`config.mk`:
```
export PLATFORM = sky130hd
export DESIGN_NAME = dual_channel_pwm_voltage_regulator
export DESIGN_NICKNAME = d
export VERILOG_FILES = /design/src/hw/rtl/dcpvr_pkg.sv /design/src/hw/rtl/dcpvr_front.sv /design/src/hw/rtl/dcpvr_queue.sv /design/src/hw/rtl/dcpvr_div.sv /design/src/hw/rtl/dcpvr_back.sv /design/src/hw/rtl/dual_channel_pwm_voltage_regulator.sv
export SDC_FILE = /design/constraint.sdc
export NUM_CORES = 1
export LEC_CHECK = 0
export ABC_AREA = 1
export BUFFER_PORTS_ARGS = -buffer_cell sky130_fd_sc_hd__buf_2
export CORE_ASPECT_RATIO = 1.25
export CORE_MARGIN = 2
export CORE_UTILIZATION = 45
export DETAILED_ROUTE_END_ITERATION = 16
export GPL_TIMING_DRIVEN = 0
export SETUP_SLACK_MARGIN = 0.15
export SLEW_MARGIN = 20
export SYNTH_ARGS = -nofsm -noshare
export SYNTH_HDL_FRONTEND = slang
export SYNTH_HIERARCHICAL = 1
export SYNTH_SLANG_ARGS = --single-unit
export TNS_END_PERCENT = 30
```
`constraint.sdc`:
```
create_clock -name clk -period 15 [get_ports clk]
set_input_delay 0.75 -clock clk [delete_from_list [all_inputs] [get_ports clk]]
set_output_delay 0.75 -clock clk [all_outputs]
set_load 0.005 [all_outputs]
```
`src/hw/rtl/dcpvr_pkg.sv`:
```
// Package for the dual-channel PWM voltage regulator.
// Holds the constants, the command and configuration types and the mode helpers.
// It depends on nothing else.
`timescale 1ns / 1ps

package dcpvr_pkg;

	localparam logic [15:0] INNER_PERIOD    = 16'd1024;
	localparam logic [15:0] EXT_PERIOD      = 16'd1024;
	localparam logic [15:0] EXT_DUTY_MAX    = 16'd1024;
	localparam logic [15:0] EXT_DUTY_MIN    = 16'd0;
	localparam int          CHANNELS_FITTED = 3;

	localparam int QUEUE_DEPTH = 2;
	localparam int QUEUE_AW    = (QUEUE_DEPTH > 1) ? $clog2(QUEUE_DEPTH) : 1;
	localparam int QUEUE_CW    = $clog2(QUEUE_DEPTH + 1);

	localparam int DIV_STEPS = 32;
	localparam int DIV_CW    = $clog2(DIV_STEPS);

	localparam logic [1:0] MODE_INNER = 2'd0;
	localparam logic [1:0] MODE_EXT   = 2'd1;
	localparam logic [1:0] MODE_BOTH  = 2'd2;

	localparam logic [1:0] KIND_START   = 2'd0;
	localparam logic [1:0] KIND_CONTROL = 2'd1;
	localparam logic [1:0] KIND_STOP    = 2'd2;

	localparam int PADDR_W = 5;
	localparam logic [2:0] REG_TARGET_LOW     = 3'd0;
	localparam logic [2:0] REG_TARGET_MID     = 3'd1;
	localparam logic [2:0] REG_TARGET_HIGH    = 3'd2;
	localparam logic [2:0] REG_TARGET_PREFIRE = 3'd3;
	localparam logic [2:0] REG_EXT_TARGET     = 3'd4;
	localparam logic [2:0] REG_RMS_MODE       = 3'd5;
	localparam logic [2:0] REG_INNER_DUTY_MAX = 3'd6;
	localparam logic [2:0] REG_INNER_DUTY_MIN = 3'd7;

	localparam logic [15:0] RST_TARGET_LOW     = 16'd3300;
	localparam logic [15:0] RST_TARGET_MID     = 16'd3600;
	localparam logic [15:0] RST_TARGET_HIGH    = 16'd3900;
	localparam logic [15:0] RST_TARGET_PREFIRE = 16'd2000;
	localparam logic [15:0] RST_EXT_TARGET     = 16'd3600;
	localparam logic [15:0] RST_INNER_DUTY_MAX = 16'd1024;

	localparam logic [1:0] LEVEL_LOW  = 2'd0;
	localparam logic [1:0] LEVEL_MID  = 2'd1;
	localparam logic [1:0] LEVEL_HIGH = 2'd2;

	typedef struct packed {
		logic [15:0] target_low;
		logic [15:0] target_mid;
		logic [15:0] target_high;
		logic [15:0] target_prefire;
		logic [15:0] ext_target;
		logic [1:0]  rms_mode;
		logic [15:0] inner_duty_max;
		logic [15:0] inner_duty_min;
	} cfg_t;

	typedef struct packed {
		logic        is_start;
		logic        is_control;
		logic        is_stop;
		logic        prefire;
		logic [1:0]  power_level;
		logic [15:0] inner_voltage;
		logic [15:0] ext_voltage;
	} cmd_t;

	function automatic logic has_inner(input logic [1:0] mode);
		return mode != MODE_EXT;
	endfunction

	function automatic logic has_ext(input logic [1:0] mode);
		return (mode == MODE_EXT) || (mode == MODE_BOTH);
	endfunction

	function automatic logic [1:0] next_mode(input logic [1:0] mode);
		logic [1:0] nm;
		if (CHANNELS_FITTED == 1) begin
			nm = MODE_INNER;
		end else if (CHANNELS_FITTED == 2) begin
			nm = MODE_EXT;
		end else if (mode == MODE_INNER) begin
			nm = MODE_EXT;
		end else if (mode == MODE_EXT) begin
			nm = MODE_BOTH;
		end else begin
			nm = MODE_INNER;
		end
		return nm;
	endfunction

endpackage

```
`src/hw/rtl/dcpvr_front.sv`:
```
// Front end of the regulator: takes input transactions and classifies them.
// Depends on dcpvr_pkg; feeds the command queue.
`timescale 1ns / 1ps

module dcpvr_front (
	input  logic              s_tvalid,
	output logic              s_tready,
	input  logic [39:0]       s_tdata,   // prefire, power_level, inner_voltage, ext_voltage
	input  logic [1:0]        s_tuser,   // kind
	input  logic              q_full,
	output logic              q_push,
	output dcpvr_pkg::cmd_t   q_cmd
);

	assign s_tready = !q_full;
	assign q_push   = s_tvalid && !q_full;

	always_comb begin
		q_cmd               = '0;
		q_cmd.prefire       = s_tdata[0];
		q_cmd.power_level   = s_tdata[2:1];
		q_cmd.inner_voltage = s_tdata[18:3];
		q_cmd.ext_voltage   = s_tdata[34:19];
		case (s_tuser)
			dcpvr_pkg::KIND_START: begin
				q_cmd.is_start = 1'b1;
			end
			dcpvr_pkg::KIND_CONTROL: begin
				q_cmd.is_control = 1'b1;
			end
			dcpvr_pkg::KIND_STOP: begin
				q_cmd.is_stop = 1'b1;
			end
			default: begin
			end
		endcase
	end

endmodule

```
`src/hw/rtl/dcpvr_queue.sv`:
```
// Short command queue between the front end and the back end.
// Depends on dcpvr_pkg for the command type and the depth.
`timescale 1ns / 1ps

module dcpvr_queue (
	input  logic            clk,
	input  logic            arst_n,
	input  logic            push,
	input  dcpvr_pkg::cmd_t push_data,
	output logic            full,
	input  logic            pop,
	output logic            not_empty,
	output dcpvr_pkg::cmd_t pop_data
);

	dcpvr_pkg::cmd_t                        mem_q [dcpvr_pkg::QUEUE_DEPTH];
	logic [dcpvr_pkg::QUEUE_AW-1:0]         wr_q;
	logic [dcpvr_pkg::QUEUE_AW-1:0]         rd_q;
	logic [dcpvr_pkg::QUEUE_CW-1:0]         cnt_q;

	localparam logic [dcpvr_pkg::QUEUE_AW-1:0] LAST =
		dcpvr_pkg::QUEUE_AW'(dcpvr_pkg::QUEUE_DEPTH - 1);
	localparam logic [dcpvr_pkg::QUEUE_CW-1:0] DEPTH_C =
		dcpvr_pkg::QUEUE_CW'(dcpvr_pkg::QUEUE_DEPTH);

	assign full      = cnt_q == DEPTH_C;
	assign not_empty = cnt_q != '0;
	assign pop_data  = mem_q[rd_q];

	always_ff @(posedge clk) begin
		if (push) begin
			mem_q[wr_q] <= push_data;
		end
	end

	always_ff @(posedge clk or negedge arst_n) begin
		if (!arst_n) begin
			wr_q  <= '0;
			rd_q  <= '0;
			cnt_q <= '0;
		end else begin
			if (push) begin
				wr_q <= (wr_q == LAST) ? '0 : wr_q + 1'b1;
			end
			if (pop) begin
				rd_q <= (rd_q == LAST) ? '0 : rd_q + 1'b1;
			end
			if (push && !pop) begin
				cnt_q <= cnt_q + 1'b1;
			end else if (pop && !push) begin
				cnt_q <= cnt_q - 1'b1;
			end
		end
	end

endmodule

```
`src/hw/rtl/dcpvr_div.sv`:
```
// Restoring divider, one quotient bit per cycle, 32-bit dividend by 16-bit divisor.
// Depends on dcpvr_pkg for the step count; used by the back end.
`timescale 1ns / 1ps

module dcpvr_div (
	input  logic        clk,
	input  logic        arst_n,
	input  logic        start,
	input  logic [31:0] num,
	input  logic [15:0] den,
	output logic        done,
	output logic [31:0] quo
);

	logic                        busy_q;
	logic                        done_q;
	logic [dcpvr_pkg::DIV_CW-1:0] cnt_q;
	logic [15:0]                 rem_q;
	logic [31:0]                 quo_q;
	logic [15:0]                 den_q;
	logic [16:0]                 trial;
	logic                        fits;

	assign trial = {rem_q, quo_q[31]};
	assign fits  = trial >= {1'b0, den_q};
	assign done  = done_q;
	assign quo   = quo_q;

	always_ff @(posedge clk or negedge arst_n) begin
		if (!arst_n) begin
			busy_q <= 1'b0;
			done_q <= 1'b0;
			cnt_q  <= '0;
		end else begin
			done_q <= 1'b0;
			if (start) begin
				busy_q <= 1'b1;
				cnt_q  <= '0;
			end else if (busy_q) begin
				cnt_q <= cnt_q + 1'b1;
				if (cnt_q == dcpvr_pkg::DIV_CW'(dcpvr_pkg::DIV_STEPS - 1)) begin
					busy_q <= 1'b0;
					done_q <= 1'b1;
				end
			end
		end
	end

	always_ff @(posedge clk) begin
		if (start) begin
			rem_q <= '0;
			quo_q <= num;
			den_q <= den;
		end else if (busy_q) begin
			rem_q <= fits ? 16'(trial - {1'b0, den_q}) : trial[15:0];
			quo_q <= {quo_q[30:0], fits};
		end
	end

endmodule

```
`src/hw/rtl/dcpvr_back.sv`:
```
// Back end of the regulator: holds channel state, runs start, control and stop
// commands and keeps the result register. Depends on dcpvr_pkg and dcpvr_div.
`timescale 1ns / 1ps

module dcpvr_back (
	input  logic              clk,
	input  logic              arst_n,
	input  dcpvr_pkg::cfg_t   cfg,
	input  logic              q_not_empty,
	input  dcpvr_pkg::cmd_t   q_cmd,
	output logic              q_pop,
	output logic              m_tvalid,
	input  logic              m_tready,
	output logic [39:0]       m_tdata
);

	typedef enum logic [5:0] {
		ST_IDLE   = 6'b000001,
		ST_DECODE = 6'b000010,
		ST_MUL    = 6'b000100,
		ST_DIVGO  = 6'b001000,
		ST_DIV    = 6'b010000,
		ST_RESULT = 6'b100000
	} state_t;

	state_t          state_q;
	dcpvr_pkg::cmd_t cmd_q;
	logic [1:0]      mode_q;
	logic [15:0]     inner_tgt_q;
	logic [15:0]     ext_tgt_q;
	logic [15:0]     inner_duty_q;
	logic [15:0]     ext_duty_q;
	logic            inner_on_q;
	logic            ext_on_q;
	logic            adjust_q;
	logic            ch_q;
	logic            pass_q;
	logic [15:0]     dq_q;
	logic [31:0]     prod_q;
	logic            m_valid_q;
	logic [39:0]     m_data_q;

	logic [1:0]  mode_nx;
	logic [15:0] tgt;
	logic [15:0] meas;
	logic [15:0] dmax;
	logic [15:0] dmin;
	logic        rms;
	logic [15:0] mul_a;
	logic [31:0] mult;
	logic        div_done;
	logic [31:0] quo;
	logic        fin;
	logic        again;
	logic [15:0] fin_duty;

	assign mode_nx  = dcpvr_pkg::next_mode(mode_q);
	assign q_pop    = (state_q == ST_IDLE) && q_not_empty && !m_valid_q;
	assign m_tvalid = m_valid_q;
	assign m_tdata  = m_data_q;

	always_comb begin
		tgt   = ch_q ? ext_tgt_q : inner_tgt_q;
		meas  = ch_q ? cmd_q.ext_voltage : cmd_q.inner_voltage;
		dmax  = ch_q ? dcpvr_pkg::EXT_DUTY_MAX : cfg.inner_duty_max;
		dmin  = ch_q ? dcpvr_pkg::EXT_DUTY_MIN : cfg.inner_duty_min;
		rms   = ch_q ? cfg.rms_mode[1] : cfg.rms_mode[0];
		mul_a = pass_q ? dq_q : (ch_q ? dcpvr_pkg::EXT_PERIOD : dcpvr_pkg::INNER_PERIOD);
		mult  = 32'(mul_a) * 32'(tgt);
		fin      = 1'b0;
		again    = 1'b0;
		fin_duty = dmax;
		if (state_q == ST_MUL && meas == '0) begin
			fin = 1'b1;
		end else if (state_q == ST_DIV && div_done) begin
			if (quo[31:16] != '0) begin
				fin = 1'b1;
			end else if (!pass_q && rms) begin
				again = 1'b1;
			end else begin
				fin = 1'b1;
				if (quo[15:0] >= dmax) begin
					fin_duty = dmax;
				end else if (quo[15:0] < dmin) begin
					fin_duty = dmin;
				end else begin
					fin_duty = quo[15:0];
				end
			end
		end
	end

	dcpvr_div u_div (
		.clk    (clk),
		.arst_n (arst_n),
		.start  (state_q == ST_DIVGO),
		.num    (prod_q),
		.den    (meas),
		.done   (div_done),
		.quo    (quo)
	);

	always_ff @(posedge clk or negedge arst_n) begin
		if (!arst_n) begin
			state_q      <= ST_IDLE;
			mode_q       <= dcpvr_pkg::MODE_BOTH;
			inner_tgt_q  <= dcpvr_pkg::RST_TARGET_LOW;
			ext_tgt_q    <= '0;
			inner_duty_q <= '0;
			ext_duty_q   <= '0;
			inner_on_q   <= 1'b0;
			ext_on_q     <= 1'b0;
			adjust_q     <= 1'b0;
			ch_q         <= 1'b0;
			pass_q       <= 1'b0;
			m_valid_q    <= 1'b0;
		end else begin
			if (m_valid_q && m_tready) begin
				m_valid_q <= 1'b0;
			end
			case (state_q)
				ST_IDLE: begin
					if (q_pop) begin
						adjust_q <= 1'b0;
						state_q  <= ST_DECODE;
					end
				end
				ST_DECODE: begin
					state_q <= ST_RESULT;
					if (cmd_q.is_start) begin
						mode_q <= mode_nx;
						if (dcpvr_pkg::has_inner(mode_nx)) begin
							inner_duty_q <= dcpvr_pkg::INNER_PERIOD >> 1;
							inner_on_q   <= 1'b1;
							if (cmd_q.prefire) begin
								inner_tgt_q <= cfg.target_prefire;
							end else if (cmd_q.power_level == dcpvr_pkg::LEVEL_LOW) begin
								inner_tgt_q <= cfg.target_low;
							end else if (cmd_q.power_level == dcpvr_pkg::LEVEL_MID) begin
								inner_tgt_q <= cfg.target_mid;
							end else if (cmd_q.power_level == dcpvr_pkg::LEVEL_HIGH) begin
								inner_tgt_q <= cfg.target_high;
							end
						end
						if (dcpvr_pkg::has_ext(mode_nx)) begin
							ext_duty_q <= dcpvr_pkg::EXT_PERIOD >> 1;
							ext_tgt_q  <= cfg.ext_target;
							ext_on_q   <= 1'b1;
							adjust_q   <= 1'b1;
						end
					end else if (cmd_q.is_control) begin
						ch_q     <= !dcpvr_pkg::has_inner(mode_q);
						pass_q   <= 1'b0;
						adjust_q <= dcpvr_pkg::has_ext(mode_q);
						state_q  <= ST_MUL;
					end else if (cmd_q.is_stop) begin
						if (dcpvr_pkg::has_inner(mode_q)) begin
							inner_duty_q <= '0;
							inner_on_q   <= 1'b0;
						end
						if (dcpvr_pkg::has_ext(mode_q)) begin
							ext_duty_q <= '0;
							ext_on_q   <= 1'b0;
						end
					end
				end
				ST_MUL, ST_DIV: begin
					if (again) begin
						pass_q  <= 1'b1;
						state_q <= ST_MUL;
					end else if (fin) begin
						if (ch_q) begin
							ext_duty_q <= fin_duty;
						end else begin
							inner_duty_q <= fin_duty;
						end
						if (!ch_q && dcpvr_pkg::has_ext(mode_q)) begin
							ch_q    <= 1'b1;
							pass_q  <= 1'b0;
							state_q <= ST_MUL;
						end else begin
							state_q <= ST_RESULT;
						end
					end else if (state_q == ST_MUL) begin
						state_q <= ST_DIVGO;
					end
				end
				ST_DIVGO: begin
					state_q <= ST_DIV;
				end
				ST_RESULT: begin
					m_valid_q <= 1'b1;
					state_q   <= ST_IDLE;
				end
				default: begin
					state_q <= ST_IDLE;
				end
			endcase
		end
	end

	always_ff @(posedge clk) begin
		if (q_pop) begin
			cmd_q <= q_cmd;
		end
		if (state_q == ST_MUL) begin
			prod_q <= mult;
		end
		if (again) begin
			dq_q <= quo[15:0];
		end
		if (state_q == ST_RESULT) begin
			m_data_q <= {3'b000, adjust_q, mode_q, ext_on_q, inner_on_q,
				ext_duty_q, inner_duty_q};
		end
	end

endmodule

```
`src/hw/rtl/dual_channel_pwm_voltage_regulator.sv`:
```
// Top level of the dual-channel PWM voltage regulator: register port, front end,
// command queue and back end. Depends on dcpvr_pkg and all dcpvr_* modules.
//
// Channel   Direction  Handshake                     Content
// s_*       in         tvalid/tready                 one command transaction
// m_*       out        tvalid/tready                 one result transaction per command
// APB       in/out     psel/penable, pready high     eight configuration registers
//
// Start, stop and unknown commands go from decode straight to the result state, and the
// back end waits for each result to be taken before it pops the next command. A control
// command runs each active channel through the shared serial divider, one or two
// divisions per active channel and none for a zero measurement.
// Reset clears the control and configuration state at once; data registers are not reset and there is no clearing pass.
// The queue holds two commands; input stalls once both wait behind a busy back end
// or a result that has not been taken.
`timescale 1ns / 1ps

module dual_channel_pwm_voltage_regulator (
	input  logic        clk,
	input  logic        arst_n,
	input  logic        s_tvalid,
	output logic        s_tready,
	input  logic [39:0] s_tdata,   // prefire, power_level, inner_voltage, ext_voltage
	input  logic [1:0]  s_tuser,   // kind
	output logic        m_tvalid,
	input  logic        m_tready,
	output logic [39:0] m_tdata,   // inner_duty, ext_duty, inner_on, ext_on, channel_mode,
	                               // ext_adjust_request
	input  logic        psel,
	input  logic        penable,
	input  logic        pwrite,
	input  logic [4:0]  paddr,
	input  logic [31:0] pwdata,
	output logic [31:0] prdata,
	output logic        pready
);

	dcpvr_pkg::cfg_t cfg_q;
	dcpvr_pkg::cmd_t push_cmd;
	dcpvr_pkg::cmd_t pop_cmd;
	logic            q_full;
	logic            q_push;
	logic            q_pop;
	logic            q_not_empty;
	logic [2:0]      reg_idx;

	assign pready  = 1'b1;
	assign reg_idx = paddr[4:2];

	always_ff @(posedge clk or negedge arst_n) begin
		if (!arst_n) begin
			cfg_q.target_low     <= dcpvr_pkg::RST_TARGET_LOW;
			cfg_q.target_mid     <= dcpvr_pkg::RST_TARGET_MID;
			cfg_q.target_high    <= dcpvr_pkg::RST_TARGET_HIGH;
			cfg_q.target_prefire <= dcpvr_pkg::RST_TARGET_PREFIRE;
			cfg_q.ext_target     <= dcpvr_pkg::RST_EXT_TARGET;
			cfg_q.rms_mode       <= '0;
			cfg_q.inner_duty_max <= dcpvr_pkg::RST_INNER_DUTY_MAX;
			cfg_q.inner_duty_min <= '0;
		end else if (psel && penable && pwrite && pready) begin
			case (reg_idx)
				dcpvr_pkg::REG_TARGET_LOW:     cfg_q.target_low     <= pwdata[15:0];
				dcpvr_pkg::REG_TARGET_MID:     cfg_q.target_mid     <= pwdata[15:0];
				dcpvr_pkg::REG_TARGET_HIGH:    cfg_q.target_high    <= pwdata[15:0];
				dcpvr_pkg::REG_TARGET_PREFIRE: cfg_q.target_prefire <= pwdata[15:0];
				dcpvr_pkg::REG_EXT_TARGET:     cfg_q.ext_target     <= pwdata[15:0];
				dcpvr_pkg::REG_RMS_MODE:       cfg_q.rms_mode       <= pwdata[1:0];
				dcpvr_pkg::REG_INNER_DUTY_MAX: cfg_q.inner_duty_max <= pwdata[15:0];
				dcpvr_pkg::REG_INNER_DUTY_MIN: cfg_q.inner_duty_min <= pwdata[15:0];
				default: begin
				end
			endcase
		end
	end

	always_comb begin
		case (reg_idx)
			dcpvr_pkg::REG_TARGET_LOW:     prdata = {16'd0, cfg_q.target_low};
			dcpvr_pkg::REG_TARGET_MID:     prdata = {16'd0, cfg_q.target_mid};
			dcpvr_pkg::REG_TARGET_HIGH:    prdata = {16'd0, cfg_q.target_high};
			dcpvr_pkg::REG_TARGET_PREFIRE: prdata = {16'd0, cfg_q.target_prefire};
			dcpvr_pkg::REG_EXT_TARGET:     prdata = {16'd0, cfg_q.ext_target};
			dcpvr_pkg::REG_RMS_MODE:       prdata = {30'd0, cfg_q.rms_mode};
			dcpvr_pkg::REG_INNER_DUTY_MAX: prdata = {16'd0, cfg_q.inner_duty_max};
			dcpvr_pkg::REG_INNER_DUTY_MIN: prdata = {16'd0, cfg_q.inner_duty_min};
			default:                       prdata = '0;
		endcase
	end

	dcpvr_front u_front (
		.s_tvalid (s_tvalid),
		.s_tready (s_tready),
		.s_tdata  (s_tdata),
		.s_tuser  (s_tuser),
		.q_full   (q_full),
		.q_push   (q_push),
		.q_cmd    (push_cmd)
	);

	dcpvr_queue u_queue (
		.clk       (clk),
		.arst_n    (arst_n),
		.push      (q_push),
		.push_data (push_cmd),
		.full      (q_full),
		.pop       (q_pop),
		.not_empty (q_not_empty),
		.pop_data  (pop_cmd)
	);

	dcpvr_back u_back (
		.clk         (clk),
		.arst_n      (arst_n),
		.cfg         (cfg_q),
		.q_not_empty (q_not_empty),
		.q_cmd       (pop_cmd),
		.q_pop       (q_pop),
		.m_tvalid    (m_tvalid),
		.m_tready    (m_tready),
		.m_tdata     (m_tdata)
	);

endmodule

```
==> flow_summary_export.csv, run 1 <==
group,metric,value,unit
power,switchingPower,1.88,mW
sta,min_period,8.22,ns
critical_path,ff2ff_path_depth,24,
sta,slew_violations,0,
cts,post_cts_resize_count,0,
floorplan,die_h,296,µm
cts,path_clk_slew,0.07,ns
placement,place.detailed.instances,4258,
critical_path,critPathCaptureType,"flop",
sta,report.final.setup_viol,0,
final_layout,nets,3877,
cts,cts_root_buf,"clkbuf_16",
floorplan,die_width,237,µm
critical_path,critPathMaxFanout,10,
final_layout,syn_to_final_growth,10.2,%
floorplan,start_util,45.6,%
power,share_clk_of_total_power,22.0,%
logic_synthesis,ys.warnings.count,6,
power,ir_drop,0.0000987,V
final_layout,fillCellCount,6375,
route,residual_drc,0,
critical_path,reg2reg_from,"u_back/ch_q",
global_route,grt_start_max_net_pins,91,
cts,worst_skew_pair_latency,0.56,ns
sta,totalNegativeSetupSlack,0,ns
final_layout,layoutNonFillerInstCount,4334,
final_layout,layout_common_cells,"nand2_1, inv_1, nor2_1",
sta,layout_worst_path_cycle_share,54.8,%
cts,postCtsSetupBuffers,0,
global_route,grt.total_usage,23.7,%
logic_synthesis,syn-instance-count,3277,
logic_synthesis,syn-cell-area,30600,µm²
cts,cts_tree,"done",
global_route,wire_length_of_the_first_global_routing_pass,129000,µm
global_route,globalRouteOverflowTotal,0,
placement,place.port_buffers,82,
sta,setup_repair_after_global_routing_missed_its_margin,"false",
critical_path,critical_path.most_common_cell,"fa_1",
min_path,min-delay-path-class,"input pin to async pin",
global_route,grt_pass1_vias,22900,
logic_synthesis,yosys.cell_types.count,69,
route,vias,22600,
placement,gp_congestion,0.951,
critical_path,max_stage_delay,0.94,ns
route,routed_wire_length_per_instance,19.0,µm
floorplan,floorplan.rows,106,
floorplan,io_pins,161,
route,drt_wl_total,82200,µm
final_layout,most_common_cell_after_layout_fill_and_taps_aside,"nand2_1",
logic_synthesis,sequential_share_of_the_synthesized_area,42.0,%
final_layout,post_route_cells_drive_above_1_share,13.8,%
sta,max_freq,122,MHz
power,power.internal,2.89,mW
route,avg_vias_per_cell,5.20,
global_route,initial_antenna_violation_count,0,
critical_path,timing.critical_path.cells,"buf_6 > buf_6 > buf_2 > buf_6 > o21ai_1 > clkinv_1 > nand2_1 > fa_1 > inv_1 > fa_1 > fa_1 > fa_1 > fa_1 > inv_1 > fa_1 > inv_1 > ha_1 > a21oi_1 > a21boi_0 > o21ai_0 > a21oi_1 > o21ai_0 > a21oi_1 > xnor2_1",
route,initialDrtViolationCount,1409,
logic_synthesis,synth_edf_count,247,
power,sw_frac_of_total,39.4,%
logic_synthesis,asyncSetResetFlopFracSynth,43.6,%
power,combinationalPowerShare,38.6,%
logic_synthesis,flip_flop_and_latch_count_after_synthesis,466,
critical_path,timing_worst_setup_path_type,"flop to flop",
floorplan,core,67100,µm²
placement,dp_hpwl,65500,µm
floorplan,dieArea,70100,µm²
logic_synthesis,ys.flop_type,"edfxtp_1",
cts,cts_max_level,2,
critical_path,required,15.35,ns
cts,clk_path_buf_depth,3,
route,ant_nets,0,
final_layout,antenna_cells,0,
sta,slew-limit-headroom,18.0,%
cts,hold_buffers,0,
power,p_leak,15.8,nW
cts,cts_sinks,466,
critical_path,worst_path_max_delay_cell,"o21ai_1",
outcome,status,"completed",
power,power_frac_seq,39.4,%
sta,fin_clk_skew,0.0194,ns
job,maxCapViolations,0,
sta,report.final.hold_viol_count,0,
critical_path,critPathArrivalTime,8.56,ns
power,powerDensity,141,nW/µm²
logic_synthesis,avgSynthCellArea,9.34,µm²
cts,cts_inserted_buffers,42,
final_layout,post_route_utilization,50.2,%
sta,worstMarginPinSlew,1.22,ns
route,drt-pass1-iter-count,5,
critical_path,start_kind,"flop",
critical_path,critical_path.startpoint,"u_back/ch_q",
Yosys cell counts, drive strengths merged, types with 12 or more instances:
cell    instances  area [µm²]
ha            158        1980
or2            17         106
nor3           30         176
a21oi          97         489
nor4           12        81.3
nand3         107         556
buf           125         880
mux2i          32         320
nand4          80         522
edfxtp        247        7420
xor2           22         193
clkbuf         46         174
mux2           55         657
nor2          271        1070
o21ai         179         971
dfstp          37         972
inv           430        1610
xnor2          17         149
nand3b         21         161
dfxtp          16         320
fa            195        3900
dfrtp         166        4150
nand2         859        3330
kinds of logic after synthesis:
logic type | after synthesis | share of synthesized area [%]
flops | 466 | 42.0
simple gates | 1399 | 19.7
other cells | 3 | 0.0368
xor+xnor | 39 | 1.12
compound gates | 319 | 5.84
buf+inv | 611 | 8.87
mux | 87 | 3.19
fa+ha+maj | 353 | 19.2
stage by stage:
step / power [mW] / area (µm²) / setup slack [ns] / hold WS, ns
after CTS: 4.78 / 33700 / 6.90 / 0.0625
final: 4.77 / 33700 / 6.78 / 0.0661
after global placement: 3.68 / 32100 / 6.79 / 0.428
after floorplan: 3.06 / 30700 / 8.61 / 0.421
after detailed placement: 3.72 / 32400 / 6.93 / 0.433
after global routing: 5.06 / 33700 / 6.62 / 0.0644
registers in the layout, summed over array words and instances (netlist names), 32 cells and up:
name	cells
cfg_q	114
u_back/cmd_q	38
u_back/prod_q	32
u_queue/mem_q	76
u_back/u_div/quo	32
u_back/m_tdata	37
cell type report:
type	count	area, µm²	share of cell area (%)
clock buffers	58	1160	3.44
repair buffers	100	623	1.85
inverters	440	1660	4.93
plain buffers	171	1050	3.13
well taps	864	1080	3.21
multi-input cells	2217	15100	44.8
clock inverters	18	155	0.460
flip-flops and latches	466	12900	38.2
per-layer routing:
layer / wire, µm / global-route usage, % / vias up
met1: 33200 / 29.3 / 10900
met2: 41800 / 43.0 / 648
met4: 3420 / 9.40 / 0
li1: - / - / 10800
met5: 0 / 0 / -
met3: 3760 / 2.05 / 163
critical path, delay by kind of cell (launching register included):
kind	cells	cell delay (ns)
buffers and inverters	8	1.57
xor gates and xnor gates	1	0.21
adders and majority gates	7	3.43
DFF	1	0.40
and+or+nand+nor	1	0.23
AOI/OAI and AO/OA	7	2.15
path summary, 6_finish.rpt:
kind                                             to  slack (ns)
min in group clk                u_queue/mem_q[0][9]        0.38
worst min register to register   u_back/m_tdata[27]        0.45
worst max-delay path              u_back/prod_q[23]        6.78
max in group asynchronous         u_back/state_q[0]       14.13
worst min-delay path                      cfg_q[85]        0.07
worst max register to register    u_back/prod_q[23]        6.78
power groups by stage:
stage / Combinational [mW] / Sequential (mW) / Clock [mW]
after floorplan: 1.22 / 1.84 / 0
after global placement: 1.77 / 1.91 / 0
after detailed placement: 1.82 / 1.90 / 0
after CTS: 1.83 / 1.88 / 1.08
after global routing: 2.02 / 1.91 / 1.12
final: 1.84 / 1.88 / 1.05
(Power assumes the default switching activity.)
==> inputs of run 2 (changes only) <==
==> constraint.sdc (replaced) <==
create_clock -name clk -period 7.47 [get_ports clk]
set_input_delay 0.3735 -clock clk [delete_from_list [all_inputs] [get_ports clk]]
set_output_delay 0.3735 -clock clk [all_outputs]
set_load 0.005 [all_outputs]
==> run 2 against run 1 <==
  * First-iteration DRC count shrank 3.4%
  * Final cell count up 0.85%
  * Critical path depth grew 4
  * Combinational power rose by 110%
  * Largest power group is now combinational cells
==> flow_summary_export.csv, run 2 (synthesized netlist as in run 1, its figures left out) <==
group,metric,value,unit
floorplan,die_h,296,µm
route,initialDrtViolationCount,1361,
floorplan,dieArea,70100,µm²
final_layout,post_route_cells_drive_above_1_share,14.6,%
global_route,grt_pass1_vias,23000,
final_layout,nets,3914,
placement,place.detailed.instances,4258,
final_layout,largest_register_ffs,114,
placement,dp_hpwl,65500,µm
placement,gp_congestion,0.951,
global_route,globalRouteOverflowTotal,0,
min_path,min-delay-path-class,"input pin to flop",
critical_path,critPathArrivalTime,7.40,ns
floorplan,floorplan.rows,106,
critical_path,regToRegEndpoint,"u_back/prod_q[29]",
route,ant_nets,0,
critical_path,critPathMaxFanout,10,
cts,cts_max_level,2,
final_layout,top_regs,"cfg_q: 114 flops, u_queue/mem_q: 76 flops, u_back/cmd_q: 38 flops",
cts,cts_tree,"done",
global_route,grt_start_max_net_pins,91,
floorplan,die_width,237,µm
power,powerDensity,283,nW/µm²
outcome,status,"completed",
sta,report.final.setup_viol,0,
sta,slew-limit-headroom,44.9,%
cts,clk_path_buf_depth,3,
power,ir_drop,0.000187,V
sta,min_period,7.10,ns
sta,layout_worst_path_cycle_share,95.1,%
job,maxCapViolations,0,
floorplan,core,67100,µm²
global_route,grt.total_usage,23.8,%
final_layout,regMostFlops,"cfg_q",
power,power.internal,5.87,mW
sta,worstMarginPinSlew,0.826,ns
sta,report.final.hold_viol_count,0,
critical_path,critical_path_buf_inv_count,9,
global_route,wire_length_of_the_first_global_routing_pass,129000,µm
final_layout,layout_common_cells,"nand2_1, inv_1, nor2_1",
route,vias,22700,
critical_path,worst_path_max_delay_cell,"fa_1",
critical_path,cpLargestDelayFamily,"adder cells",
critical_path,timing_worst_setup_path_type,"flop to flop",
floorplan,start_util,45.6,%
final_layout,syn_to_final_growth,11.9,%
global_route,initial_antenna_violation_count,0,
critical_path,max_stage_delay,0.57,ns
sta,fin_clk_skew,0.0211,ns
critical_path,regToRegSetupSlack,0.37,ns
sta,max_freq,141,MHz
placement,place.port_buffers,82,
final_layout,layoutNonFillerInstCount,4371,
power,p_leak,16.1,nW
floorplan,io_pins,161,
route,residual_drc,0,
critical_path,required,7.76,ns
cts,cts_root_buf,"clkbuf_16",
sta,finalHoldWorstSlack,0.0300,ns
cts,worst_skew_pair_latency,0.57,ns
critical_path,ff2ff_path_depth,28,
power,sw_frac_of_total,39.4,%
min_path,timing.hold.worst_path_depth,3,
power,share_clk_of_total_power,21.8,%
critical_path,reg2reg_from,"u_back/ch_q",
final_layout,antenna_cells,0,
min_path,hold_start,"pwdata[3]",
power,combinationalPowerShare,39.2,%
power,power_frac_seq,39.0,%
min_path,min_delay_worst_endpoint,"cfg_q[37]",
power,switchingPower,3.81,mW
route,drt-pass1-iter-count,7,
cts,cts_inserted_buffers,42,
sta,totalNegativeSetupSlack,0,ns
route,routed_wire_length_per_instance,18.8,µm
route,avg_vias_per_cell,5.19,
cts,path_clk_slew,0.07,ns
route,drt_wl_total,82300,µm
cts,cts_sinks,466,
critical_path,start_kind,"flop",
final_layout,final-seq-area,12900,µm²
critical_path,critPathCaptureType,"flop",
critical_path,critical_path.most_common_cell,"fa_1",
sta,setup_repair_after_global_routing_missed_its_margin,"false",
final_layout,most_common_cell_after_layout_fill_and_taps_aside,"nand2_1",
sta,slew_violations,0,
final_layout,multi_input_area,15200,µm²
final_layout,fillCellCount,6316,
==> run 2: cell count changes in the layout (fill, tap and decap cells not counted), sizes merged <==
cell / delta
dlygate4sd3: +36
clkinvlp: +3
inv: -3
clkbuf: +1
==> run 2: area by class of cell <==
class	instances	share of cell area, %
buffer	170	3.15
tap	864	3.16
timing repair buffer	138	2.92
multi-input combinational	2217	44.5
sequential	466	37.6
clock inverter	18	0.453
inverter	440	4.90
clock buffer	58	3.39
==> run 2: worst max-delay path by stage <==
stage	startpoint	slack, ns	cells after the start	endpoint
after floorplan	u_back/ch_q	1.08	24	u_back/prod_q[23]
after global placement	u_back/ch_q	-0.74	24	u_back/prod_q[23]
after detailed placement	u_back/ch_q	-0.60	24	u_back/prod_q[23]
after CTS	u_back/pass_q	0.14	22	u_back/prod_q[23]
after global routing	u_back/ch_q	0.14	28	u_back/prod_q[29]
final	u_back/ch_q	0.37	28	u_back/prod_q[29]
==> run 2: tightest hold or removal path, delay by kind of cell <==
kind,cells,cell delay (ns)
AND/OR/NAND/NOR,1,0.04
buffers and inverters,1,0.09
AO/OA/AOI/OAI,1,0.05
==> run 2: power by group through the flow <==
| stage | clock network (mW) | logic, mW | registers, mW |
|---|---|---|---|
| global placement | 0 | 3.55 | 3.83 |
| finish | 2.11 | 3.79 | 3.78 |
| detailed placement | 0 | 3.65 | 3.81 |
| floorplan | 0 | 2.44 | 3.69 |
| global route | 2.26 | 4.18 | 3.84 |
| CTS | 2.16 | 3.74 | 3.77 |
==> run 2: what timing repair did <==
| item | in CTS | in global routing |
|---|---|---|
| resized for setup | 28 | 29 |
| pin swaps | 1 | 2 |
| hold endpoints to repair | 106 | 0 |
| buffers inserted | 0 | 2 |
| endpoints found under the setup margin | 17 | 10 |
| hold buffers | 36 | 0 |
==> run 2: stage by stage <==
stage | util, % | power, mW | setup slack, ns | cell area (µm²)
detailed placement | 48.3 | 7.46 | -0.602 | 32400
global placement | 47.9 | 7.38 | -0.739 | 32100
finish | 51.0 | 9.68 | 0.367 | 34200
CTS | 50.9 | 9.67 | 0.145 | 34200
global route | 51.0 | 10.3 | 0.145 | 34200
floorplan | - | 6.13 | 1.08 | 30700
==> run 2: routing by layer <==
metal	routed length (µm)	vias to the layer above	track usage (%)
met4	3570	0	9.31
met2	41800	681	43.2
met3	3490	169	2.03
met5	0	-	0
li1	-	10900	-
met1	33500	11000	29.3
==> inputs of run 3 (changes only) <==
--- a/config.mk
+++ b/config.mk
@@ -7,9 +7,9 @@
 export LEC_CHECK = 0
 export ABC_AREA = 1
 export BUFFER_PORTS_ARGS = -buffer_cell sky130_fd_sc_hd__buf_2
-export CORE_ASPECT_RATIO = 1.25
+export CORE_ASPECT_RATIO = 0.6
 export CORE_MARGIN = 2
-export CORE_UTILIZATION = 45
+export CORE_UTILIZATION = 35
 export DETAILED_ROUTE_END_ITERATION = 16
 export GPL_TIMING_DRIVEN = 0
 export SETUP_SLACK_MARGIN = 0.15
==> run 3 against run 2 <==
  * Clock-buffer cell count up 8
  * Cell area up 2.3%
  * Clock skew up 0.0026 ns
  * Hold slack better by 0.0058 ns
  * Largest cell class unchanged
  * Largest power group unchanged
==> flow_summary_export.csv, run 3 (synthesized netlist as in run 1, its figures left out) <==
group,metric,value,unit
critical_path,critPathArrivalTime,7.32,ns
global_route,wire_length_of_the_first_global_routing_pass,134000,µm
sta,slew_violations,0,
placement,gp_congestion,0.968,
floorplan,floorplan.rows,83,
critical_path,ff2ff_path_depth,25,
placement,place.port_buffers,82,
power,power.total,10.1,mW
power,powerDensity,288,nW/µm²
critical_path,critPathMaxFanout,10,
final_layout,layout_common_cells,"nand2_1, inv_1, nor2_1",
route,ant_nets,0,
route,residual_drc,0,
placement,dp_hpwl,69400,µm
final_layout,top_regs,"cfg_q: 114 flops, u_queue/mem_q: 76 flops, u_back/cmd_q: 38 flops",
critical_path,cpLargestDelayFamily,"adder cells",
cts,cts_sinks,466,
min_path,min-delay-path-class,"input pin to flop",
floorplan,start_util,35.5,%
sta,totalNegativeSetupSlack,0,ns
power,sw_frac_of_total,38.9,%
job,maxCapViolations,0,
floorplan,die_width,386,µm
cts,worst_skew_pair_latency,0.60,ns
cts,cts_tree,"done",
global_route,grt_pass1_vias,22200,
floorplan,core,86100,µm²
critical_path,critical_path_buf_inv_count,7,
min_path,timing.hold.worst_path_depth,3,
min_path,min_delay_worst_endpoint,"cfg_q[48]",
global_route,grt_start_max_net_pins,92,
final_layout,largest_register_ffs,114,
global_route,grt.total_usage,19.5,%
floorplan,dieArea,89900,µm²
final_layout,post_route_cells_drive_above_1_share,15.5,%
sta,max_freq,143,MHz
route,routed_wire_length_per_instance,18.6,µm
critical_path,regToRegEndpoint,"u_back/prod_q[29]",
power,switchingPower,3.93,mW
power,ir_drop,0.000204,V
route,met2_length,33300,µm
cts,clk_path_buf_depth,3,
critical_path,required,7.80,ns
global_route,globalRouteOverflowTotal,0,
cts,path_clk_slew,0.07,ns
final_layout,antenna_cells,0,
critical_path,timing_worst_setup_path_type,"flop to flop",
route,avg_vias_per_cell,4.98,
sta,report.final.hold_viol_count,0,
sta,slew-limit-headroom,30.0,%
final_layout,fillCellCount,8433,
cts,cts_inserted_buffers,48,
sta,finalHoldWorstSlack,0.0358,ns
outcome,status,"completed",
route,vias,23300,
floorplan,die_h,233,µm
global_route,initial_antenna_violation_count,3,
final_layout,syn_to_final_growth,14.5,%
floorplan,io_pins,161,
route,drt_wl_total,87100,µm
critical_path,regToRegSetupSlack,0.47,ns
sta,min_period,7.00,ns
sta,fin_clk_skew,0.0237,ns
critical_path,max_stage_delay,0.57,ns
sta,setup_repair_after_global_routing_missed_its_margin,"false",
power,share_clk_of_total_power,23.7,%
final_layout,nets,3933,
sta,worstMarginPinSlew,1.05,ns
critical_path,reg2reg_from,"u_back/pass_q",
min_path,hold_start,"pwdata[14]",
critical_path,start_kind,"flop",
final_layout,most_common_cell_after_layout_fill_and_taps_aside,"nand2_1",
power,combinationalPowerShare,38.9,%
power,power_frac_seq,37.5,%
cts,cts_root_buf,"clkbuf_16",
cts,cts_max_level,2,
final_layout,regMostFlops,"cfg_q",
route,drt-pass1-iter-count,6,
critical_path,critPathCaptureType,"flop",
sta,report.final.setup_viol,0,
route,top_layer,"met5",
sta,layout_worst_path_cycle_share,93.7,%
route,met3_length,9580,µm
route,wl_met1,42700,µm
critical_path,critical_path.most_common_cell,"fa_1",
route,initialDrtViolationCount,2438,
power,power.internal,6.17,mW
critical_path,worst_path_max_delay_cell,"fa_1",
power,p_leak,16.3,nW
run 3: cell types whose count changed in the layout (fill, tap and decap cells not counted), sizes merged:
cell | previous run | this run
buf | 225 | 236
clkbuf | 105 | 111
dlygate4sd3 | 36 | 40
inv | 432 | 427
bufinv | 1 | 3
clkinvlp | 5 | 9
clkinv | 20 | 24
run 3: metrics by stage:
stage / instance area [µm²] / util (%) / setup slack (ns) / std cells
2_1_floorplan: 30700 / - / 1.08 / 3294
3_3_place_gp: 32500 / 37.8 / -0.687 / 4523
3_5_place_dp: 32700 / 38.0 / -0.669 / 4541
4_1_cts: 34700 / 40.3 / 0.179 / 4669
5_1_grt: 35000 / 40.7 / 0.151 / 4680
6_report: 35000 / 40.7 / 0.471 / 4680
run 3: layout make-up:
cell class | count | area (µm²) | area share, %
buffer | 170 | 1110 | 3.16
clock buffer | 66 | 1320 | 3.77
clock inverter | 23 | 214 | 0.611
inverter | 440 | 1690 | 4.82
multi-input combinational | 2217 | 15300 | 43.6
sequential | 466 | 12900 | 36.7
tap | 1147 | 1440 | 4.10
timing repair buffer | 151 | 1130 | 3.22
run 3: how the worst max path moves through the flow:
stage	end	from	slack, ns	cells after the start
after floorplan	u_back/prod_q[23]	u_back/ch_q	1.08	24
after global placement	u_back/prod_q[23]	u_back/ch_q	-0.69	24
after detailed placement	u_back/prod_q[23]	u_back/ch_q	-0.67	24
after CTS	u_back/prod_q[29]	u_back/ch_q	0.18	28
after global routing	u_back/prod_q[29]	u_back/ch_q	0.15	28
final	u_back/prod_q[29]	u_back/pass_q	0.47	25
run 3: repair_timing:
action,4_1_cts,5_1_grt
hold endpoints to repair,123,0
hold buffers,40,0
gates resized for setup,28,71
buffers inserted,0,11
pin swaps,0,5
setup endpoints to repair,18,16
run 3: per-layer routing:
metal  up-vias  global-route usage [%]
li1      10900                       -
met1     11300                    30.7
met2       907                    25.8
met3        97                    5.56
met4         8                    3.89
met5         -                       0
run 3: worst min-delay path, cell delays in order:
cell and delay [ns]:
buf_2 0.11, nand2_1 0.05, o21ai_0 0.06
run 3: power by group through the flow:
stage	clock network, mW	logic (mW)	registers (mW)
5_1_grt	2.55	4.31	3.84
6_report	2.39	3.92	3.78
4_1_cts	2.45	3.69	3.77
2_1_floorplan	0	2.44	3.69
3_3_place_gp	0	3.50	3.84
3_5_place_dp	0	3.61	3.81
